[config.mk]
export PLATFORM = sky130hd
export DESIGN_NAME = i2c_eeprom_access_master_flat
export DESIGN_NICKNAME = d
export VERILOG_FILES = /design/src/i2cee_pkg.sv /design/src/i2cee_if.sv /design/src/i2cee_cfg.sv /design/src/i2cee_seq.sv /design/src/i2c_eeprom_access_master.sv /design/src/flat_wrapper.sv
export SDC_FILE = /design/constraint.sdc
export NUM_CORES = 1
export LEC_CHECK = 0
export ABC_AREA = 1
export BUFFER_PORTS_ARGS = -buffer_cell sky130_fd_sc_hd__buf_2
export CORE_MARGIN = 8
export CORE_UTILIZATION = 40
export CTS_CLUSTER_SIZE = 25
export DETAILED_ROUTE_END_ITERATION = 8
export PLACE_DENSITY = 0.62
export SETUP_SLACK_MARGIN = 0.3
export SLEW_MARGIN = 25
export SYNTH_ARGS = -nofsm -noshare
export SYNTH_HDL_FRONTEND = slang
export SYNTH_SLANG_ARGS = --single-unit
[constraint.sdc]
create_clock -name clk -period 4.69 [get_ports clk]
set_input_delay 0.7035 -clock clk [delete_from_list [all_inputs] [get_ports clk]]
set_output_delay 0.7035 -clock clk [all_outputs]
set_load 0.05 [all_outputs]
[src/i2cee_pkg.sv]
`default_nettype none
package i2cee_pkg;
  localparam int unsigned AddrWidthDefault = 16;
  localparam logic [8:0] PageBytesReset = 9'd16;
  localparam logic [7:0] RetryLimitReset = 8'd50;
  localparam logic [7:0] RetryGapReset = 8'd20;
  localparam logic [7:0] CtrlWrite = 8'hA0;
  localparam logic [7:0] CtrlRead = 8'hA1;
  localparam logic [7:0] FoldMask = 8'h0E;

  typedef enum logic [1:0] {
    OP_TICK = 2'd0,
    OP_READ = 2'd1,
    OP_WRITE = 2'd2,
    OP_NONE = 2'd3
  } opcode_t;

  typedef enum logic [1:0] {
    REG_WIDE = 2'd0,
    REG_PAGE = 2'd1,
    REG_LIMIT = 2'd2,
    REG_GAP = 2'd3
  } reg_index_t;

  typedef enum logic [4:0] {
    PH_IDLE, PH_STA, PH_STB, PH_STC, PH_WSET, PH_WHIGH, PH_WLOW, PH_AREL,
    PH_AHIGH, PH_REQ, PH_WLOAD, PH_RREL, PH_RHIGH, PH_RLOW, PH_MACK, PH_GAP,
    PH_SPA, PH_SPB
  } phase_t;

  typedef enum logic [2:0] {
    SG_CTRL, SG_HI, SG_LO, SG_RDCTRL, SG_DATA
  } stage_t;

  typedef struct packed {
    logic [1:0]  opcode;
    logic [15:0] start_address;
    logic [15:0] length;
    logic [7:0]  wr_data;
    logic        sda_in;
  } in_item_t;

  typedef struct packed {
    logic       scl;
    logic       sda_out;
    logic       sda_enable;
    logic [7:0] rd_data;
    logic       rd_valid;
    logic       data_request;
    logic       busy_res;
    logic       done_res;
    logic       success;
  } out_item_t;

  typedef struct packed {
    logic       wide_address;
    logic [8:0] page_bytes;
    logic [7:0] retry_limit;
    logic [7:0] retry_gap;
  } cfg_t;
endpackage
`default_nettype wire

[src/i2cee_if.sv]
`default_nettype none
interface i2cee_in_if;
  logic valid;
  logic ready;
  i2cee_pkg::in_item_t data;
  modport source (output valid, output data, input ready);
  modport sink (input valid, input data, output ready);
endinterface

interface i2cee_out_if;
  logic valid;
  logic ready;
  i2cee_pkg::out_item_t data;
  modport source (output valid, output data, input ready);
  modport sink (input valid, input data, output ready);
endinterface
`default_nettype wire

[src/i2cee_cfg.sv]
`default_nettype none
module i2cee_cfg (
  input  wire logic       clk,
  input  wire logic       rst,
  input  wire logic       cfg_write,
  input  wire logic [1:0] cfg_index,
  input  wire logic [8:0] cfg_data,
  output i2cee_pkg::cfg_t cfg
);
  always_ff @(posedge clk) begin
    if (rst) begin
      cfg.wide_address <= 1'b0;
      cfg.page_bytes <= i2cee_pkg::PageBytesReset;
      cfg.retry_limit <= i2cee_pkg::RetryLimitReset;
      cfg.retry_gap <= i2cee_pkg::RetryGapReset;
    end else if (cfg_write) begin
      unique case (i2cee_pkg::reg_index_t'(cfg_index))
        i2cee_pkg::REG_WIDE:  cfg.wide_address <= cfg_data[0];
        i2cee_pkg::REG_PAGE:  cfg.page_bytes <= cfg_data;
        i2cee_pkg::REG_LIMIT: cfg.retry_limit <= cfg_data[7:0];
        i2cee_pkg::REG_GAP:   cfg.retry_gap <= cfg_data[7:0];
        default: ;
      endcase
    end
  end
endmodule
`default_nettype wire

[src/i2cee_seq.sv]
`default_nettype none
module i2cee_seq #(
  parameter int unsigned ADDR_WIDTH = i2cee_pkg::AddrWidthDefault
) (
  input  wire logic                clk,
  input  wire logic                rst,
  input  wire logic                step,
  input  wire i2cee_pkg::in_item_t item,
  input  wire i2cee_pkg::cfg_t     cfg,
  output i2cee_pkg::out_item_t     res
);
  i2cee_pkg::phase_t phase, phase_next;
  i2cee_pkg::stage_t stage, stage_next;
  logic [3:0] bit_count, bit_count_next;
  logic [7:0] shift_byte, shift_byte_next;
  logic [ADDR_WIDTH-1:0] current_address, current_address_next;
  logic [15:0] bytes_left, bytes_left_next;
  logic [7:0] attempt_count, attempt_count_next;
  logic [7:0] gap_count, gap_count_next;
  logic is_write, is_write_next, ok_flag, ok_flag_next;

  logic [15:0] addr16;
  logic [8:0] pmask;
  logic [7:0] stage_byte;
  logic [ADDR_WIDTH-1:0] addr_inc;
  logic [15:0] left_dec;
  logic [7:0] attempt_inc, gap_inc;

  assign addr16 = 16'(current_address);
  assign pmask = cfg.page_bytes - 9'd1;
  assign addr_inc = current_address + 1'b1;
  assign left_dec = bytes_left - 16'd1;
  assign attempt_inc = attempt_count + 8'd1;
  assign gap_inc = gap_count + 8'd1;

  always_comb begin
    case (stage_next)
      i2cee_pkg::SG_CTRL:
        stage_byte = cfg.wide_address ? i2cee_pkg::CtrlWrite
          : (((addr16[14:7]) & i2cee_pkg::FoldMask) | i2cee_pkg::CtrlWrite);
      i2cee_pkg::SG_HI:     stage_byte = addr16[15:8];
      i2cee_pkg::SG_LO:     stage_byte = addr16[7:0];
      i2cee_pkg::SG_RDCTRL: stage_byte = i2cee_pkg::CtrlRead;
      default:              stage_byte = shift_byte;
    endcase
  end

  always_comb begin
    i2cee_pkg::phase_t ph;
    logic ack;
    phase_next = phase; stage_next = stage; bit_count_next = bit_count;
    shift_byte_next = shift_byte; current_address_next = current_address;
    bytes_left_next = bytes_left; attempt_count_next = attempt_count;
    gap_count_next = gap_count; is_write_next = is_write; ok_flag_next = ok_flag;
    res = '0;
    res.scl = 1'b1; res.sda_out = 1'b1; res.sda_enable = 1'b1; res.busy_res = 1'b1;
    ack = ~item.sda_in;
    ph = phase;
    if (phase == i2cee_pkg::PH_IDLE && (item.opcode == i2cee_pkg::OP_READ
        || item.opcode == i2cee_pkg::OP_WRITE)) begin
      is_write_next = (item.opcode == i2cee_pkg::OP_WRITE);
      current_address_next = item.start_address[ADDR_WIDTH-1:0];
      bytes_left_next = item.length;
      ok_flag_next = 1'b0;
      attempt_count_next = '0;
      stage_next = i2cee_pkg::SG_CTRL;
      ph = i2cee_pkg::PH_STA;
    end
    unique case (ph)
      i2cee_pkg::PH_STA: begin res.sda_out = 1'b0; phase_next = i2cee_pkg::PH_STB; end
      i2cee_pkg::PH_STB: phase_next = i2cee_pkg::PH_STC;
      i2cee_pkg::PH_STC: begin
        res.sda_out = 1'b0; phase_next = i2cee_pkg::PH_WSET; bit_count_next = '0;
        shift_byte_next = stage_byte;
      end
      i2cee_pkg::PH_WSET, i2cee_pkg::PH_WLOAD: begin
        res.scl = 1'b0;
        if (ph == i2cee_pkg::PH_WLOAD) begin
          shift_byte_next = item.wr_data; bit_count_next = '0;
          res.sda_out = item.wr_data[7];
        end else res.sda_out = shift_byte[7];
        phase_next = i2cee_pkg::PH_WHIGH;
      end
      i2cee_pkg::PH_WHIGH: begin res.sda_out = shift_byte[7]; phase_next = i2cee_pkg::PH_WLOW; end
      i2cee_pkg::PH_WLOW: begin
        res.scl = 1'b0; res.sda_out = shift_byte[7];
        shift_byte_next = {shift_byte[6:0], 1'b0};
        bit_count_next = bit_count + 4'd1;
        phase_next = (bit_count_next >= 4'd8) ? i2cee_pkg::PH_AREL : i2cee_pkg::PH_WSET;
      end
      i2cee_pkg::PH_AREL: begin
        res.scl = 1'b0; res.sda_out = 1'b0; res.sda_enable = 1'b0;
        phase_next = i2cee_pkg::PH_AHIGH;
      end
      i2cee_pkg::PH_AHIGH: begin
        res.sda_out = 1'b0; res.sda_enable = 1'b0;
        case (stage)
          i2cee_pkg::SG_CTRL, i2cee_pkg::SG_HI, i2cee_pkg::SG_LO: begin
            if (!ack) begin
              gap_count_next = '0;
              if (cfg.retry_gap == 8'd0) begin
                attempt_count_next = attempt_inc;
                if (attempt_inc >= cfg.retry_limit) begin
                  ok_flag_next = 1'b0; phase_next = i2cee_pkg::PH_SPA;
                end else begin
                  stage_next = i2cee_pkg::SG_CTRL; phase_next = i2cee_pkg::PH_STA;
                end
              end else phase_next = i2cee_pkg::PH_GAP;
            end else if (stage == i2cee_pkg::SG_LO) begin
              if (!is_write) begin
                stage_next = i2cee_pkg::SG_RDCTRL; phase_next = i2cee_pkg::PH_STA;
              end else if (bytes_left == 16'd0) begin
                ok_flag_next = 1'b1; phase_next = i2cee_pkg::PH_SPA;
              end else phase_next = i2cee_pkg::PH_REQ;
            end else begin
              stage_next = (stage == i2cee_pkg::SG_CTRL && cfg.wide_address)
                ? i2cee_pkg::SG_HI : i2cee_pkg::SG_LO;
              shift_byte_next = stage_byte; bit_count_next = '0;
              phase_next = i2cee_pkg::PH_WSET;
            end
          end
          i2cee_pkg::SG_RDCTRL: begin
            if (!ack) begin ok_flag_next = 1'b0; phase_next = i2cee_pkg::PH_SPA; end
            else if (bytes_left == 16'd0) begin
              ok_flag_next = 1'b1; phase_next = i2cee_pkg::PH_SPA;
            end else phase_next = i2cee_pkg::PH_RREL;
          end
          default: begin
            if (!ack) begin ok_flag_next = 1'b0; phase_next = i2cee_pkg::PH_SPA; end
            else begin
              current_address_next = addr_inc;
              bytes_left_next = left_dec;
              if (left_dec == 16'd0) begin
                ok_flag_next = 1'b1; phase_next = i2cee_pkg::PH_SPA;
              end else if ((16'(addr_inc) & 16'(pmask)) == 16'd0) begin
                attempt_count_next = '0; stage_next = i2cee_pkg::SG_CTRL;
                phase_next = i2cee_pkg::PH_STA;
              end else phase_next = i2cee_pkg::PH_REQ;
            end
          end
        endcase
      end
      i2cee_pkg::PH_REQ: begin
        res.scl = 1'b0; res.sda_out = 1'b0; res.data_request = 1'b1;
        stage_next = i2cee_pkg::SG_DATA; phase_next = i2cee_pkg::PH_WLOAD;
      end
      i2cee_pkg::PH_RREL: begin
        res.scl = 1'b0; res.sda_out = 1'b0; res.sda_enable = 1'b0;
        shift_byte_next = '0; bit_count_next = '0; phase_next = i2cee_pkg::PH_RHIGH;
      end
      i2cee_pkg::PH_RHIGH: begin
        res.sda_out = 1'b0; res.sda_enable = 1'b0;
        shift_byte_next = {shift_byte[6:0], item.sda_in}; phase_next = i2cee_pkg::PH_RLOW;
      end
      i2cee_pkg::PH_RLOW: begin
        res.scl = 1'b0; res.sda_out = 1'b0; res.sda_enable = 1'b0;
        bit_count_next = bit_count + 4'd1;
        if (bit_count_next < 4'd8) phase_next = i2cee_pkg::PH_RHIGH;
        else begin
          res.rd_data = shift_byte; res.rd_valid = 1'b1;
          current_address_next = addr_inc; bytes_left_next = left_dec;
          if (left_dec == 16'd0) begin
            ok_flag_next = 1'b1; phase_next = i2cee_pkg::PH_SPA;
          end else phase_next = i2cee_pkg::PH_MACK;
        end
      end
      i2cee_pkg::PH_MACK: begin res.sda_out = 1'b0; phase_next = i2cee_pkg::PH_RREL; end
      i2cee_pkg::PH_GAP: begin
        res.scl = 1'b0; res.sda_out = 1'b0;
        gap_count_next = gap_inc;
        if (gap_inc >= cfg.retry_gap) begin
          attempt_count_next = attempt_inc;
          if (attempt_inc >= cfg.retry_limit) begin
            ok_flag_next = 1'b0; phase_next = i2cee_pkg::PH_SPA;
          end else begin
            stage_next = i2cee_pkg::SG_CTRL; phase_next = i2cee_pkg::PH_STA;
          end
        end
      end
      i2cee_pkg::PH_SPA: begin res.sda_out = 1'b0; phase_next = i2cee_pkg::PH_SPB; end
      i2cee_pkg::PH_SPB: begin
        res.done_res = 1'b1; res.success = ok_flag; phase_next = i2cee_pkg::PH_IDLE;
      end
      default: begin phase_next = i2cee_pkg::PH_IDLE; res.busy_res = 1'b0; end
    endcase
  end

  always_ff @(posedge clk) begin
    if (rst) begin
      phase <= i2cee_pkg::PH_IDLE; stage <= i2cee_pkg::SG_CTRL;
      bit_count <= '0; shift_byte <= '0; current_address <= '0; bytes_left <= '0;
      attempt_count <= '0; gap_count <= '0; is_write <= 1'b0; ok_flag <= 1'b0;
    end else if (step) begin
      phase <= phase_next; stage <= stage_next; bit_count <= bit_count_next;
      shift_byte <= shift_byte_next; current_address <= current_address_next;
      bytes_left <= bytes_left_next; attempt_count <= attempt_count_next;
      gap_count <= gap_count_next; is_write <= is_write_next; ok_flag <= ok_flag_next;
    end
  end
endmodule
`default_nettype wire

[src/i2c_eeprom_access_master.sv]
`default_nettype none
// Channel   Role     Payload
// in_ch     sink     opcode, start_address, length, wr_data, sda_in (one bus tick)
// out_ch    source   scl, sda_out, sda_enable, rd_data, rd_valid, data_request,
//                    busy_res, done_res, success
// One transaction in gives one transaction out, one clock each, back to back while the output is not stalled.
// The input is held in a register; the sequencer is combinational from that register
// into the result register, which is loaded on the same step that advances its state.
// in ready is high whenever the result register is empty or being taken, so a stall
// on the output holds exactly one finished result and pauses input once in_reg is full.
// Reset (rst, synchronous) empties both registers and idles the sequencer.
module i2c_eeprom_access_master #(
  parameter int unsigned ADDR_WIDTH = i2cee_pkg::AddrWidthDefault
) (
  input  wire logic       clk,
  input  wire logic       rst,
  input  wire logic       cfg_write,
  input  wire logic [1:0] cfg_index,
  input  wire logic [8:0] cfg_data,
  i2cee_in_if.sink        in_ch,
  i2cee_out_if.source     out_ch
);
  i2cee_pkg::cfg_t cfg;
  i2cee_pkg::in_item_t in_reg;
  i2cee_pkg::out_item_t res;
  logic in_full, out_full, step;

  i2cee_cfg u_cfg (.clk, .rst, .cfg_write, .cfg_index, .cfg_data, .cfg);

  // step: input register full and result register free to take it
  assign step = in_full && (!out_full || out_ch.ready);
  assign in_ch.ready = !in_full || step;

  i2cee_seq #(.ADDR_WIDTH(ADDR_WIDTH)) u_seq (
    .clk, .rst, .step, .item(in_reg), .cfg, .res
  );

  always_ff @(posedge clk) begin
    if (rst) begin
      in_full <= 1'b0;
      out_full <= 1'b0;
    end else begin
      if (in_ch.ready) in_full <= in_ch.valid;
      if (step) out_full <= 1'b1;
      else if (out_ch.ready) out_full <= 1'b0;
    end
  end

  always_ff @(posedge clk) begin
    if (in_ch.ready && in_ch.valid) in_reg <= in_ch.data;
    if (step) out_ch.data <= res;
  end

  assign out_ch.valid = out_full;

`ifndef SYNTHESIS
  a_step_fills: assert property (@(posedge clk) disable iff (rst)
    step |=> out_full) else $error("result register not filled after step");
  a_stall_holds_in: assert property (@(posedge clk) disable iff (rst)
    (in_full && out_full && !out_ch.ready) |-> !in_ch.ready)
    else $error("input taken while result stalled");
  a_done_idle: assert property (@(posedge clk) disable iff (rst)
    (step && res.done_res) |-> res.busy_res)
    else $error("done without busy");
`endif
endmodule
`default_nettype wire

[src/flat_wrapper.sv]
// flat-port wrapper written by rule: the top's interface ports become plain ports
module i2c_eeprom_access_master_flat 
#(
  parameter int unsigned ADDR_WIDTH = i2cee_pkg::AddrWidthDefault
)
  (clk, rst, cfg_write, cfg_index, cfg_data, in_ch_valid, in_ch_data, in_ch_ready, out_ch_valid, out_ch_data, out_ch_ready);
  i2cee_in_if in_ch_i ();
  i2cee_out_if out_ch_i ();
  input  wire logic clk;
  input  wire logic rst;
  input  wire logic cfg_write;
  input  wire logic [1:0] cfg_index;
  input  wire logic [8:0] cfg_data;
  input wire logic [$bits(in_ch_i.valid)-1:0] in_ch_valid;
  input wire logic [$bits(in_ch_i.data)-1:0] in_ch_data;
  output wire logic [$bits(in_ch_i.ready)-1:0] in_ch_ready;
  output wire logic [$bits(out_ch_i.valid)-1:0] out_ch_valid;
  output wire logic [$bits(out_ch_i.data)-1:0] out_ch_data;
  input wire logic [$bits(out_ch_i.ready)-1:0] out_ch_ready;
  assign in_ch_i.valid = in_ch_valid;
  assign in_ch_i.data = in_ch_data;
  assign in_ch_ready = in_ch_i.ready;
  assign out_ch_valid = out_ch_i.valid;
  assign out_ch_data = out_ch_i.data;
  assign out_ch_i.ready = out_ch_ready;
  i2c_eeprom_access_master #(.ADDR_WIDTH(ADDR_WIDTH)) u_core (.clk(clk), .rst(rst), .cfg_write(cfg_write), .cfg_index(cfg_index), .cfg_data(cfg_data), .in_ch(in_ch_i), .out_ch(out_ch_i));
endmodule
=== Word level (Yosys, flattened, before mapping) ===
Cells that the tools add are included.

* Register bits after elaboration: 157
* Word-level logic and storage cells: 206

* Equal/unequal tests: 34
* Order comparisons: 4
* Add/subtract/negate cells: 6
* Bitwise operators: 2
* Multiplexer cells: 89
* Reduce and logical (&&, ||, !) cells: 41

{| class="wikitable"
|+ Operator list
! cell !! number
|-
| 16-bit two-way mux || 8
|-
| 8-bit two-way mux || 13
|-
| 5-bit one-hot mux with 15 select lines || 1
|-
| 5-bit two-way mux || 14
|-
| 16-bit one-hot mux with 2 select lines || 2
|-
| 16-bit logical NOT || 3
|-
| 8-bit one-hot mux with 2 select lines || 3
|-
| 8-bit one-hot mux with 6 select lines || 1
|-
| 5-bit by 4-bit equality test with 1-bit output, second input constant || 8
|-
| 8-bit one-hot mux with 4 select lines || 1
|-
| 3-bit two-way mux || 10
|-
| 4-bit two-way mux || 6
|-
| 5-bit by 3-bit equality test with 1-bit output, second input constant || 4
|-
| 1-bit two-way mux || 20
|-
| 17-bit OR reduction || 1
|-
| 16-bit by 1-bit adder with 16-bit output, second input constant || 1
|-
| 8-bit by 1-bit adder with 8-bit output, second input constant || 2
|-
| 16-bit by 9-bit bitwise AND with 16-bit output || 1
|-
| 8-bit >= comparator || 2
|-
| 4-bit one-hot mux with 4 select lines || 1
|-
| 16-bit by 1-bit subtractor with 16-bit output, second input constant || 1
|-
| 3-bit by 2-bit equality test with 1-bit output, second input constant || 4
|-
| 2-bit AND reduction || 6
|-
| 6-bit AND reduction || 2
|-
| 36 further kinds || 61
|}

=== Logic depth before layout (Yosys ltp) ===
Gate-level depths: netlist of run 1.

* Depth in word-level cells: 15
* Mapped depth: 25
* Gate-level depth less buffers: 25

=== Modules after synthesis ===
Synthesis of run 1 repeated with hierarchy kept, for this count alone.

* Cells, all modules: 1325
* Area total of the unflattened synthesis: 9555.4 µm²

{| class="wikitable"
|+ Modules (own cells, without submodules)
! module !! sequential area each (µm²) !! times used !! area an instance (µm²) !! cells an instance
|-
| i2cee_seq || 1401.3 || 1 || 6586.3 || 1095
|-
| i2c_eeprom_access_master || 1811.7 || 1 || 1863.0 || 71
|-
| i2cee_cfg || 520.5 || 1 || 1106.1 || 159
|}

=== Worst setup path after synthesis of run 1 ===
No wires, ideal clock.

* Path type: register to register
* Start: register u_core.u_seq.attempt_count[0]
* End: register u_core.u_seq.shift_byte[0]
* Arrival time: 2.937 ns
* Period minus slack after synthesis: 3.007 ns
* Setup slack: 1.683 ns
* Required time: 4.620 ns
* Cell stages (with the launch flop): 23
* Setup time: 0.070 ns
* Path buffers: 1
* Cell sequence: dfxtp_1 inv_1 nor3_1 nand3_1 nor2_1 nand2_1 xor2_1 inv_1 ha_1 a21oi_1 o21a_1 nand3_1 or2_1 nand3_1 nand2_1 nand2_1 nand3_2 buf_4 inv_1 nand4_1 o21ai_1 nand2_1 a21oi_1

* Longest elaborated chain between the ends: 13

{| class="wikitable"
|+ Ends and longest elaborated chain
! element !! line !! text
|-
| start: declaration || i2cee_seq.sv:18 || <nowiki>logic [7:0] attempt_count, attempt_count_next;</nowiki>
|-
| start signal: assignment || i2cee_seq.sv:196 || <nowiki>bytes_left <= bytes_left_next; attempt_count <= attempt_count_next;</nowiki>
|-
| 8-bit by 1-bit adder with 8-bit output * || i2cee_seq.sv:33 || <nowiki>assign attempt_inc = attempt_count + 8'd1;</nowiki>
|-
| 8-bit >= comparator * || i2cee_seq.sv:103, i2cee_seq.sv:173 ||
|-
| 3-bit two-way mux * || i2cee_seq.sv:103, i2cee_seq.sv:173 ||
|-
| 3-bit two-way mux || i2cee_seq.sv:101 || <nowiki>if (cfg.retry_gap == 8'd0) begin</nowiki>
|-
| 3-bit two-way mux || i2cee_seq.sv:99 || <nowiki>if (!ack) begin</nowiki>
|-
| 3-bit one-hot mux with 2 select lines || i2cee_seq.sv:97 || <nowiki>case (stage)</nowiki>
|-
| 3-bit one-hot mux with 3 select lines * || i2cee_seq.sv:69 || <nowiki>unique case (ph)</nowiki>
|-
| 3-bit by 2-bit equality test with 1-bit output, or another cell as far along || i2cee_seq.sv:37 || <nowiki>case (stage_next)</nowiki>
|-
| 8-bit one-hot mux with 4 select lines * || i2cee_seq.sv:37 ||
|-
| 8-bit two-way mux || i2cee_seq.sv:109 || <nowiki>end else if (stage == i2cee_pkg::SG_LO) begin</nowiki>
|-
| 8-bit two-way mux || i2cee_seq.sv:99 ||
|-
| 8-bit two-way mux || i2cee_seq.sv:97 ||
|-
| 8-bit one-hot mux with 6 select lines * || i2cee_seq.sv:69 ||
|-
| end signal: assignment || i2cee_seq.sv:195 || <nowiki>shift_byte <= shift_byte_next; current_address <= current_address_next;</nowiki>
|-
| end: declaration || i2cee_seq.sv:15 || <nowiki>logic [7:0] shift_byte, shift_byte_next;</nowiki>
|}

Every way passes the cells marked *; elsewhere a longest branch is shown, timed or not. The select of a mux whose other input is x is not followed.
A chain may end at the register's enable or synchronous reset.

=== Worst setup path after layout of run 1 ===
* Start: register u_core.u_seq.gap_count[0]
* End: register u_core.u_seq.shift_byte[3]

* Longest elaborated chain between the ends: 10

{| class="wikitable"
|+ Ends and longest elaborated chain
! element !! line !! text
|-
| start: declaration || i2cee_seq.sv:19 || <nowiki>logic [7:0] gap_count, gap_count_next;</nowiki>
|-
| start signal: assignment || i2cee_seq.sv:197 || <nowiki>gap_count <= gap_count_next; is_write <= is_write_next; ok_flag <= ok_flag_next;</nowiki>
|-
| 8-bit by 1-bit adder with 8-bit output * || i2cee_seq.sv:34 || <nowiki>assign gap_inc = gap_count + 8'd1;</nowiki>
|-
| 8-bit >= comparator * || i2cee_seq.sv:171 || <nowiki>if (gap_inc >= cfg.retry_gap) begin</nowiki>
|-
| 3-bit two-way mux * || i2cee_seq.sv:171 ||
|-
| 3-bit one-hot mux with 3 select lines * || i2cee_seq.sv:69 ||
|-
| 3-bit by 2-bit equality test with 1-bit output, or another cell as far along || i2cee_seq.sv:37 ||
|-
| 8-bit one-hot mux with 4 select lines * || i2cee_seq.sv:37 ||
|-
| 8-bit two-way mux || i2cee_seq.sv:109 ||
|-
| 8-bit two-way mux || i2cee_seq.sv:99 ||
|-
| 8-bit two-way mux || i2cee_seq.sv:97 ||
|-
| 8-bit one-hot mux with 6 select lines * || i2cee_seq.sv:69 ||
|}

Marks and branches as above.

==> results.ini, run 1 <==
[cts]
cts.clk_slew.worst_paths_ns = 0.07
post_cts_resized = 0
cts_max_path_buffers = 2
postCtsSetupBuffers = 0
holdBufCountCts = 0
clkSinkCount = 157
numCtsBuffers = 17
tritoncts = built
cts-root-buf = clkbuf_16
ctsHtreeMaxLevel = 4
clock_latency_ns = 0.44

[min_path]
hold_end = u_core.in_reg[39]$_DFFE_PP_
min_path_cells = 1
hp-start = in_ch_data[39]
hold_path_class = input pin to flip-flop

[floorplan]
initial_core_util_pct = 40.2
fp.dieArea_um2 = 28400
die_width_um = 169
num_io_pins = 77
core_um2 = 23200
die_h_um = 169
row_count = 56

[yosys]
synth_nets = 1362
synth_edf_count = 59
synthTopCellsByArea = dfxtp_1 21%, edfxtp_1 19%, nand2_1 10%, inv_1 7.1%, o21ai_0 6.7%
syn_inst = 1279
synthFlopType = dfxtp_1
yosysMostFrequentCell = nand2_1
yosys.area.top_type = dfxtp_1
syn-cell-area_um2 = 9320
yosysTopAreaCellShare_pct = 21.1
synth_commonest_cells = 256 x nand2_1, 177 x inv_1, 125 x o21ai_0
synth.distinct_cells = 53
synth-seq-cells = 157
yosys_warnings = 0
synthArstFlopShare_pct = 0
avgSynthCellArea_um2 = 7.29
ys_seq_area_share_pct = 40.1

[run]
maxCapViolCount = 0

[layout]
largest_register_ff_count = 43
drive_above_1_share_pct = 13.1
diodes = 0
syn_to_final_growth_pct = 13.0
final_util_pct = 45.4
fin_nets = 1418
final_cells = 1667

[global_route]
grt_pass1_vias = 7891
antenna_found_initial = 0
overflow = 0
grt.total_usage_pct = 18.1
grt_max_degree = 61
grt_first_pass_wirelength_um = 41800

[placed_design]
gp_congestion = 0.885
hpwl_um = 18300
io_buffers = 76
placed_cells = 1635

[sta]
max_freq_mhz = 278
whs_ns = 0.434
hold_viol = 0
setup_tns_ns = 0
slew_headroom_pct = 32.8
period_share_pct = 76.8
worst_pin_slew_ns = 1.01
post-route-min-period_ns = 3.60
drv_slew = 0
finalSetupViolCount = 0
clock_skew_ns = 0.00855
rsz0062_at_grt = false

[worst_setup_path]
reg2reg_to = u_core.u_seq.shift_byte[3]$_SDFFE_PP0P_
crit_fanout = 13
worstRegToRegCells = 21
required_ns = 5.02
regToRegSetupSlack_ns = 1.09
reg2reg_from = u_core.u_seq.gap_count[0]$_SDFFE_PP0P_
worst_ep_arrival_time_ns = 3.93
cp-start-kind = flip-flop
setup.worst_path.end_class = flip-flop
path_class = flip-flop to flip-flop

[power_and_ir_drop]
peakVddDrop_mv = 0.191
power-per-cell-area_nw_per_um2 = 330
power.leakage_nw = 4.65

[route]
drt_iter0_markers = 586
detail_route.wl_per_cell_um = 15.4
ant_nets = 0
wl_um = 25600
dr.pass1.iters = 5
vias = 8663
drcViolationCount = 0
routed_via_density = 5.20

[outcome]
status = completed

## metrics by stage
step                      area [µm²]  setup slack, ns  power, W
final                          10500             1.09   0.00347
after global routing           10500            0.692   0.00363
after CTS                      10500             1.09   0.00350
after detailed placement        9940             1.11   0.00210
after global placement          9940             1.26   0.00210
after floorplan                 9320             1.68   0.00196
## report_power, final
part,internal (W),total (W),switching (W)
sequential,0.00149,0.00154,0.0000586
combinational,0.000174,0.000538,0.000364
clock,0.000749,0.00139,0.000640
total,0.00241,0.00347,0.00106
## placed cells by master (no fill, tap or decap), drive strengths merged, types with 24 or more instances in the layout
| cell type | n |
|---|---|
| nand2 | 268 |
| inv | 201 |
| o21ai | 130 |
| nor2 | 123 |
| dfxtp | 98 |
| a21oi | 90 |
| nand3 | 86 |
| buf | 84 |
| edfxtp | 59 |
| o211ai | 35 |
| nand4 | 26 |
| ha | 24 |
## area by class of cell
class | instances | area [µm²]
clock buffers | 19 | 464
fillers | 2325 | 12700
inverters | 194 | 732
repair buffers | 84 | 440
clock inverters | 13 | 120
flip-flops and latches | 157 | 3730
multi-input cells | 881 | 4640
well taps | 319 | 399
## critical path: stages (launching register included)
cell and delay [ns]:
dfxtp_1 0.41, nand3_1 0.14, nand3b_1 0.23, nor3_1 0.20
xnor2_1 0.14, inv_1 0.07, ha_1 0.30, a21oi_1 0.14
o21a_1 0.14, nand3_1 0.33, inv_1 0.18, nand2_1 0.06
nand3_1 0.07, nand2_1 0.05, inv_1 0.06, nand2_2 0.06
nor2_4 0.31, nand2_2 0.18, o21ai_0 0.19, nand2_1 0.08
nand2_1 0.09, a21oi_1 0.06
## per-layer routing
layer | vias to the layer above | part of all wire, % | GRT usage (%) | routed length (µm)
met5 | - | 0 | 0 | 0
met4 | 0 | 1.2 | 4.54 | 314
met3 | 26 | 5.9 | 3.70 | 1510
met2 | 228 | 43 | 27.3 | 10900
met1 | 3996 | 50 | 26.0 | 12900
li1 | 4413 | - | - | -
## cells by family after synthesis
family | synth area share (%)
simple gates | 26.0
compound gates | 18.8
buf+inv | 10.2
flops | 40.1
fa+ha+maj | 3.22
xor+xnor | 1.60
mux | 0.215
## how the worst max path moves through the flow
stage | cells past startpoint | start | slack, ns | to
2_1_floorplan | 22 | u_core.u_seq.attempt_count[0]$_SDFFE_PP0P_ | 1.68 | u_core.u_seq.shift_byte[0]$_SDFFE_PP0P_
3_3_place_gp | 21 | u_core.u_seq.gap_count[0]$_SDFFE_PP0P_ | 1.26 | u_core.u_seq.shift_byte[1]$_SDFFE_PP0P_
3_5_place_dp | 21 | u_core.u_seq.gap_count[0]$_SDFFE_PP0P_ | 1.11 | u_core.u_seq.shift_byte[1]$_SDFFE_PP0P_
4_1_cts | 21 | u_core.u_seq.gap_count[0]$_SDFFE_PP0P_ | 1.09 | u_core.u_seq.shift_byte[3]$_SDFFE_PP0P_
5_1_grt | 22 | u_core.u_seq.gap_count[0]$_SDFFE_PP0P_ | 0.69 | u_core.u_seq.shift_byte[5]$_SDFFE_PP0P_
6_report | 21 | u_core.u_seq.gap_count[0]$_SDFFE_PP0P_ | 1.09 | u_core.u_seq.shift_byte[3]$_SDFFE_PP0P_
Power figures use the tool's default switching activity.
==> run 2: changes to the inputs <==
Settings changed: PLACE_DENSITY 0.62 to 0.64.
Clock period 4.69 ns to 3.15 ns, I/O delays scaled along.
==> run 2 against run 1 <==
Register-to-register slack lost 0.95 ns. Non-clock buffer count is 31 higher. Sequential power up 49%. Worst hold slack got worse by 0.23 ns. Sequential share of layout area down 1.5 points. Final cell count grew 2.0%. Utilization is 2.1 points higher. Combinational power grew 60%. Critical endpoint is now u_core.u_seq.shift_byte[4]$_SDFFE_PP0P_.
==> results.ini, run 2 (synthesized netlist as in run 1, its figures left out) <==
[route]
wl_um = 25800  ; +0.92%
ant_nets = 0  ; unchanged
drt_iter0_markers = 691  ; +18%
routed_via_density = 5.24  ; +0.88%
drcViolationCount = 0  ; unchanged
dr.pass1.iters = 7  ; +2
vias = 8912  ; +2.9%
detail_route.wl_per_cell_um = 15.2  ; -1.0%

[worst_setup_path]
path_class = flip-flop to flip-flop
worst_ep_arrival_time_ns = 3.37  ; -0.56 ns
required_ns = 3.52  ; -1.50 ns
critical_path.max_stage_delay_ns = 0.37  ; -0.04 ns
crit_top_cell = nand2_1
crit_chain = ha_1 > nand3_1 > nor3_1 > xor2_1 > ha_1 > nand2_1 > o21a_1 > nand3_2 > or2_1 > nand4_1 > nand2_1 > nand2_2 > nand2_4 > nor2_8 > nand3_4 > o21ai_2 > nand2_1 > a21oi_2
setup.worst_path.end_class = flip-flop
cp_slowest_cell = dfxtp_4
crit_fanout = 7  ; -6
cp-start-kind = flip-flop

[cts]
cts_max_path_buffers = 2  ; unchanged
numCtsBuffers = 17  ; unchanged
tritoncts = built
clkSinkCount = 157  ; unchanged
clock_latency_ns = 0.44  ; about the same
ctsHtreeMaxLevel = 4  ; unchanged
cts.clk_slew.worst_paths_ns = 0.07  ; about the same
cts-root-buf = clkbuf_16

[outcome]
status = completed

[power_and_ir_drop]
power.leakage_nw = 4.88  ; +5.0%
switching_share_pct = 30.6  ; about the same
clockPowerShare_pct = 39.0  ; -1.0 points
p_sw_w = 0.00159  ; +49%
p_comb_share_pct = 16.6  ; +1.1 points
power-per-cell-area_nw_per_um2 = 469  ; +42%
seq_power_share_pct = 44.4  ; about the same
peakVddDrop_mv = 0.364  ; +91%
intPower_w = 0.00359  ; +49%

[min_path]
hold_path_class = input pin to flip-flop

[sta]
whs_ns = 0.206  ; -0.228 ns
drv_slew = 0  ; unchanged
period_share_pct = 95.4  ; +19 points
finalSetupViolCount = 0  ; unchanged
rsz0062_at_grt = true
post-route-min-period_ns = 3.01  ; -0.594 ns
worst_pin_slew_ns = 0.960  ; -0.0472 ns
setup_tns_ns = 0  ; unchanged
hold_viol = 0  ; unchanged
max_freq_mhz = 333  ; +20%
clock_skew_ns = 0.0130  ; +0.00444 ns
slew_headroom_pct = 36.0  ; +3.2 points

[placed_design]
dpl_cell_area_um2 = 10100  ; +1.6%
placed_cells = 1652  ; +1.0%
gp_congestion = 0.888  ; +0.33%
hpwl_um = 18300  ; +0.17%
io_buffers = 76  ; unchanged

[global_route]
grt_pass1_vias = 8333  ; +5.6%
grt.total_usage_pct = 18.3  ; +0.21 points
grt_first_pass_wirelength_um = 42400  ; +1.5%
antenna_found_initial = 0  ; unchanged
overflow = 0  ; unchanged
grt_max_degree = 55  ; -9.8%

[layout]
fillers = 2296  ; -1.2%
final_common_cell = nand2_1
syn_to_final_growth_pct = 18.3
stdcell_area_um2 = 11000  ; +4.7%
fin_nets = 1451  ; +2.3%
layout_common_cells = 249 x nand2_1, 169 x inv_1, 119 x o21ai_0
largest_register_ff_count = 43  ; unchanged
final_cells = 1700  ; +2.0%
final_util_pct = 47.6  ; +2.1 points
diodes = 0  ; unchanged
drive_above_1_share_pct = 18.8  ; +5.6 points

[floorplan]
core_um2 = 23200  ; unchanged
die_width_um = 169  ; unchanged
row_count = 56  ; unchanged
die_h_um = 169  ; unchanged
num_io_pins = 77  ; unchanged
fp.dieArea_um2 = 28400  ; unchanged
initial_core_util_pct = 40.2  ; unchanged

[run]
maxCapViolCount = 0  ; unchanged

run 2: changes by cell type in the layout (fill, tap and decap cells not counted), moves of 5 or more:
cell / before / now
nand2_1: 256 / 249
dfxtp_2: 0 / 5
dfxtp_1: 98 / 92
o21ai_0: 125 / 119
inv_2: 15 / 21
a21oi_2: 3 / 11
a21oi_1: 87 / 79
inv_1: 175 / 169
buf_4: 8 / 35
nand3_2: 5 / 10
nand3_1: 80 / 74
run 2: timing repair:
item,CTS,global route
hold endpoints to repair,0,0
endpoints found under the setup margin,11,22
cloned,2,0
buffers inserted,10,4
pin swaps,23,18
gates resized for setup,36,28
hold buffers,0,0
run 2: cell type report:
| type | count | area, µm² | area share (%) |
|---|---|---|---|
| repair buffers | 115 | 697 | 6.32 |
| well taps | 319 | 399 | 3.62 |
| flip-flops and latches | 157 | 3740 | 33.9 |
| clock inverters | 14 | 123 | 1.11 |
| multi-input cells | 883 | 4880 | 44.3 |
| inverters | 194 | 733 | 6.65 |
| clock buffers | 18 | 450 | 4.08 |
run 2: critical path, delay by kind of cell (launching register included):
family	cells	cell delay, ns
simple gates	12	1.50
fa+ha+maj	2	0.45
compound gates	3	0.38
flops	1	0.37
xor+xnor	1	0.22
run 2: routing by layer:
layer / GRT usage (%) / vias to the layer above / part of all wire [%]
met5: 0 / - / 0
met3: 4.22 / 31 / 7.0
met4: 5.51 / 0 / 1.7
li1: - / 4490 / -
met1: 25.4 / 4095 / 49
met2: 27.9 / 296 / 43
run 2: per-stage QoR:
step	power (W)	worst slack [ns]
global route	0.00543	-0.115
CTS	0.00520	0.146
finish	0.00517	0.144
floorplan	0.00292	0.301
detailed placement	0.00315	-0.0524
global placement	0.00314	0.0439
run 2: path summary, 6_finish.rpt:
| kind | start | end | slack [ns] | cells past startpoint |
|---|---|---|---|---|
| setup / recovery | u_core.u_seq.attempt_count[0]$_SDFFE_PP0P_ | u_core.u_seq.shift_byte[4]$_SDFFE_PP0P_ | 0.14 | 18 |
| hold / removal | in_ch_data[39] | u_core.in_reg[39]$_DFFE_PP_ | 0.21 | 1 |
| setup reg to reg | u_core.u_seq.attempt_count[0]$_SDFFE_PP0P_ | u_core.u_seq.shift_byte[4]$_SDFFE_PP0P_ | 0.14 | 18 |
| hold reg to reg | u_core.u_cfg.cfg[11]$_SDFFE_PP0P_ | u_core.u_cfg.cfg[11]$_SDFFE_PP0P_ | 0.47 | 2 |
run 2: power by group through the flow:
stage / logic [W] / registers, W / clock network (W)
floorplan: 0.000573 / 0.00235 / 0
global placement: 0.000808 / 0.00234 / 0
detailed placement: 0.000812 / 0.00234 / 0
CTS: 0.000839 / 0.00229 / 0.00207
global route: 0.000975 / 0.00231 / 0.00215
finish: 0.000860 / 0.00230 / 0.00202
==> run 3: changes to the inputs <==
--- a/constraint.sdc
+++ b/constraint.sdc
@@ -3,2 +3,2 @@
 set_output_delay 0.4725 -clock clk [all_outputs]
-set_load 0.05 [all_outputs]
+set_load 0.1 [all_outputs]
==> run 3 against run 2 <==
First-iteration DRC count shrank 2.6%. Register-to-register slack lost 0.09 ns. Non-clock buffer count shrank 3. Global-route usage shrank 0.35 points. Clock power grew 2%. Flip-flop and latch count is the same. Maximum frequency shrank 2.9%. Clock-buffer cell count grew 3. Sequential share of layout area grew 0.061 points. Final cell count shrank 0.24%.
==> results.ini, run 3 (synthesized netlist as in run 1, its figures left out) <==
[worst_setup_path]
crit_start = u_core.u_seq.attempt_count[0]$_SDFFE_PP0P_
cp-start-kind = flip-flop
path_class = flip-flop to flip-flop
reg2reg_from = u_core.u_seq.attempt_count[0]$_SDFFE_PP0P_
required_ns = 3.51  ; about the same
worst_ep_arrival_time_ns = 3.46  ; +0.09 ns
setup.worst_path.end_class = flip-flop
crit_fanout = 7  ; unchanged

[placed_design]
dpl_cell_area_um2 = 10100  ; about the same
dp_slack_ns = -0.121  ; -0.0685 ns
hpwl_um = 18000  ; -1.6%
gp_congestion = 0.908  ; +2.3%
placed_cells = 1649  ; -0.18%
io_buffers = 76  ; unchanged

[floorplan]
initial_core_util_pct = 40.2  ; unchanged
num_io_pins = 77  ; unchanged
die_width_um = 169  ; unchanged
fp.dieArea_um2 = 28400  ; unchanged
core_um2 = 23200  ; unchanged
die_h_um = 169  ; unchanged
row_count = 56  ; unchanged

[route]
drt_iter0_markers = 673  ; -2.6%
detail_route.wl_per_cell_um = 15.0  ; -1.2%
ant_nets = 0  ; unchanged
drcViolationCount = 0  ; unchanged
vias = 8733  ; -2.0%
dr.pass1.iters = 5  ; -2
routed_via_density = 5.15  ; -1.8%
wl_um = 25500  ; -1.4%

[outcome]
status = completed

[global_route]
grt_first_pass_wirelength_um = 41500  ; -2.2%
antenna_found_initial = 1  ; +1
grt_max_degree = 56  ; +1.8%
grt_pass1_vias = 8240  ; -1.1%
overflow = 0  ; unchanged
grt.total_usage_pct = 18.0  ; -0.35 points

[power_and_ir_drop]
finalPower_w = 0.00525  ; +1.4%
power.leakage_nw = 4.84  ; -0.85%
peakVddDrop_mv = 0.314  ; -14%
power-per-cell-area_nw_per_um2 = 476  ; +1.5%

[sta]
hold_viol = 0  ; unchanged
timing.final.ws_setup_ns = 0.0550  ; -0.0887 ns
slew_headroom_pct = 35.6  ; -0.36 points
drv_slew = 0  ; unchanged
post-route-min-period_ns = 3.09  ; +0.0887 ns
worst_pin_slew_ns = 0.965  ; +0.00547 ns
finalSetupViolCount = 0  ; unchanged
period_share_pct = 98.3  ; +2.8 points
whs_ns = 0.199  ; -0.00655 ns
rsz0062_at_grt = true
clock_skew_ns = 0.0152  ; +0.00220 ns
max_freq_mhz = 323  ; -2.9%

[cts]
cts_max_path_buffers = 2  ; unchanged
cts-root-buf = clkbuf_16
cts.clk_slew.worst_paths_ns = 0.07  ; about the same
numCtsBuffers = 17  ; unchanged
ctsHtreeMaxLevel = 4  ; unchanged
tritoncts = built
clock_latency_ns = 0.44  ; about the same
clkSinkCount = 157  ; unchanged

[layout]
drive_above_1_share_pct = 18.1  ; -0.67 points
final_cells = 1696  ; -0.24%
fin_nets = 1447  ; -0.28%
diodes = 0  ; unchanged
fillers = 2309  ; +0.57%
final_common_cell = nand2_1
largest_register_ff_count = 43  ; unchanged
layout_common_cells = 250 x nand2_1, 168 x inv_1, 116 x o21ai_0
stdcell_area_um2 = 11000  ; -0.11%
syn_to_final_growth_pct = 18.2

[run]
maxCapViolCount = 0  ; unchanged

[min_path]
hp-start = in_ch_data[18]
hold_path_class = input pin to flip-flop

## run 3: worst paths after layout
| kind | to | slack [ns] | depth (start not counted) |
|---|---|---|---|
| max | u_core.u_seq.shift_byte[1]$_SDFFE_PP0P_ | 0.06 | 22 |
| max reg2reg | u_core.u_seq.shift_byte[1]$_SDFFE_PP0P_ | 0.06 | 22 |
| min | u_core.in_reg[18]$_DFFE_PP_ | 0.20 | 1 |
| min reg2reg | u_core.u_cfg.cfg[10]$_SDFFE_PP0P_ | 0.47 | 2 |
## run 3: stage by stage
step / setup TNS (ns) / util, %
after floorplan: 0 / -
after global placement: 0 / 43.5
after detailed placement: -0.743 / 43.5
after CTS: 0 / 46.8
after global routing: -1.04 / 47.5
final: 0 / 47.5
## run 3: critical path: stages, from the launching register on
cell and delay, ns:
dfxtp_4 0.38, inv_4 0.04, nor3_4 0.17, nand3_2 0.10, nor2_1 0.10, nand2_1 0.07
xor2_1 0.17, inv_1 0.11, ha_4 0.24, a21oi_2 0.13, o21a_1 0.19, nand3_4 0.11
or2_1 0.25, nand4_1 0.08, nand2_1 0.08, nand2_2 0.12, nand2_4 0.08, nor2_8 0.14
buf_4 0.13, nand4_1 0.07, nand2_1 0.08, nand2_1 0.06, a21oi_1 0.12
## run 3: metal layers
metal / vias to the layer above / global-route usage, % / part of all wire (%)
met3: 36 / 3.28 / 6.1
met5: - / 0 / 0
met4: 0 / 5.86 / 1.5
met1: 3962 / 25.1 / 49
met2: 257 / 27.6 / 43
li1: 4478 / - / -
## run 3: repair_timing
item / CTS / global route
resized for setup: 23 / 38
hold buffers: 0 / 0
setup endpoints to repair: 15 / 24
pin swaps: 24 / 23
hold endpoints to repair: 0 / 0
buffers inserted: 7 / 7
gates cloned: 1 / 0
## run 3: report_power, final
| group | switching, W | internal, W | leakage [nW] |
|---|---|---|---|
| Sequential | 0.0000822 | 0.00221 | 1.36 |
| Combinational | 0.000600 | 0.000287 | 3.19 |
| Clock | 0.000914 | 0.00115 | 0.287 |
| Total | 0.00160 | 0.00365 | 4.84 |
## run 3: area by class of cell
class	count	area, µm²	area share [%]
repair buffers	112	708	6.43
inverters	194	733	6.66
flip-flops and latches	157	3750	34.0
multi-input cells	882	4840	43.9
clock inverters	11	92.6	0.841
clock buffers	21	497	4.51
well taps	319	399	3.62
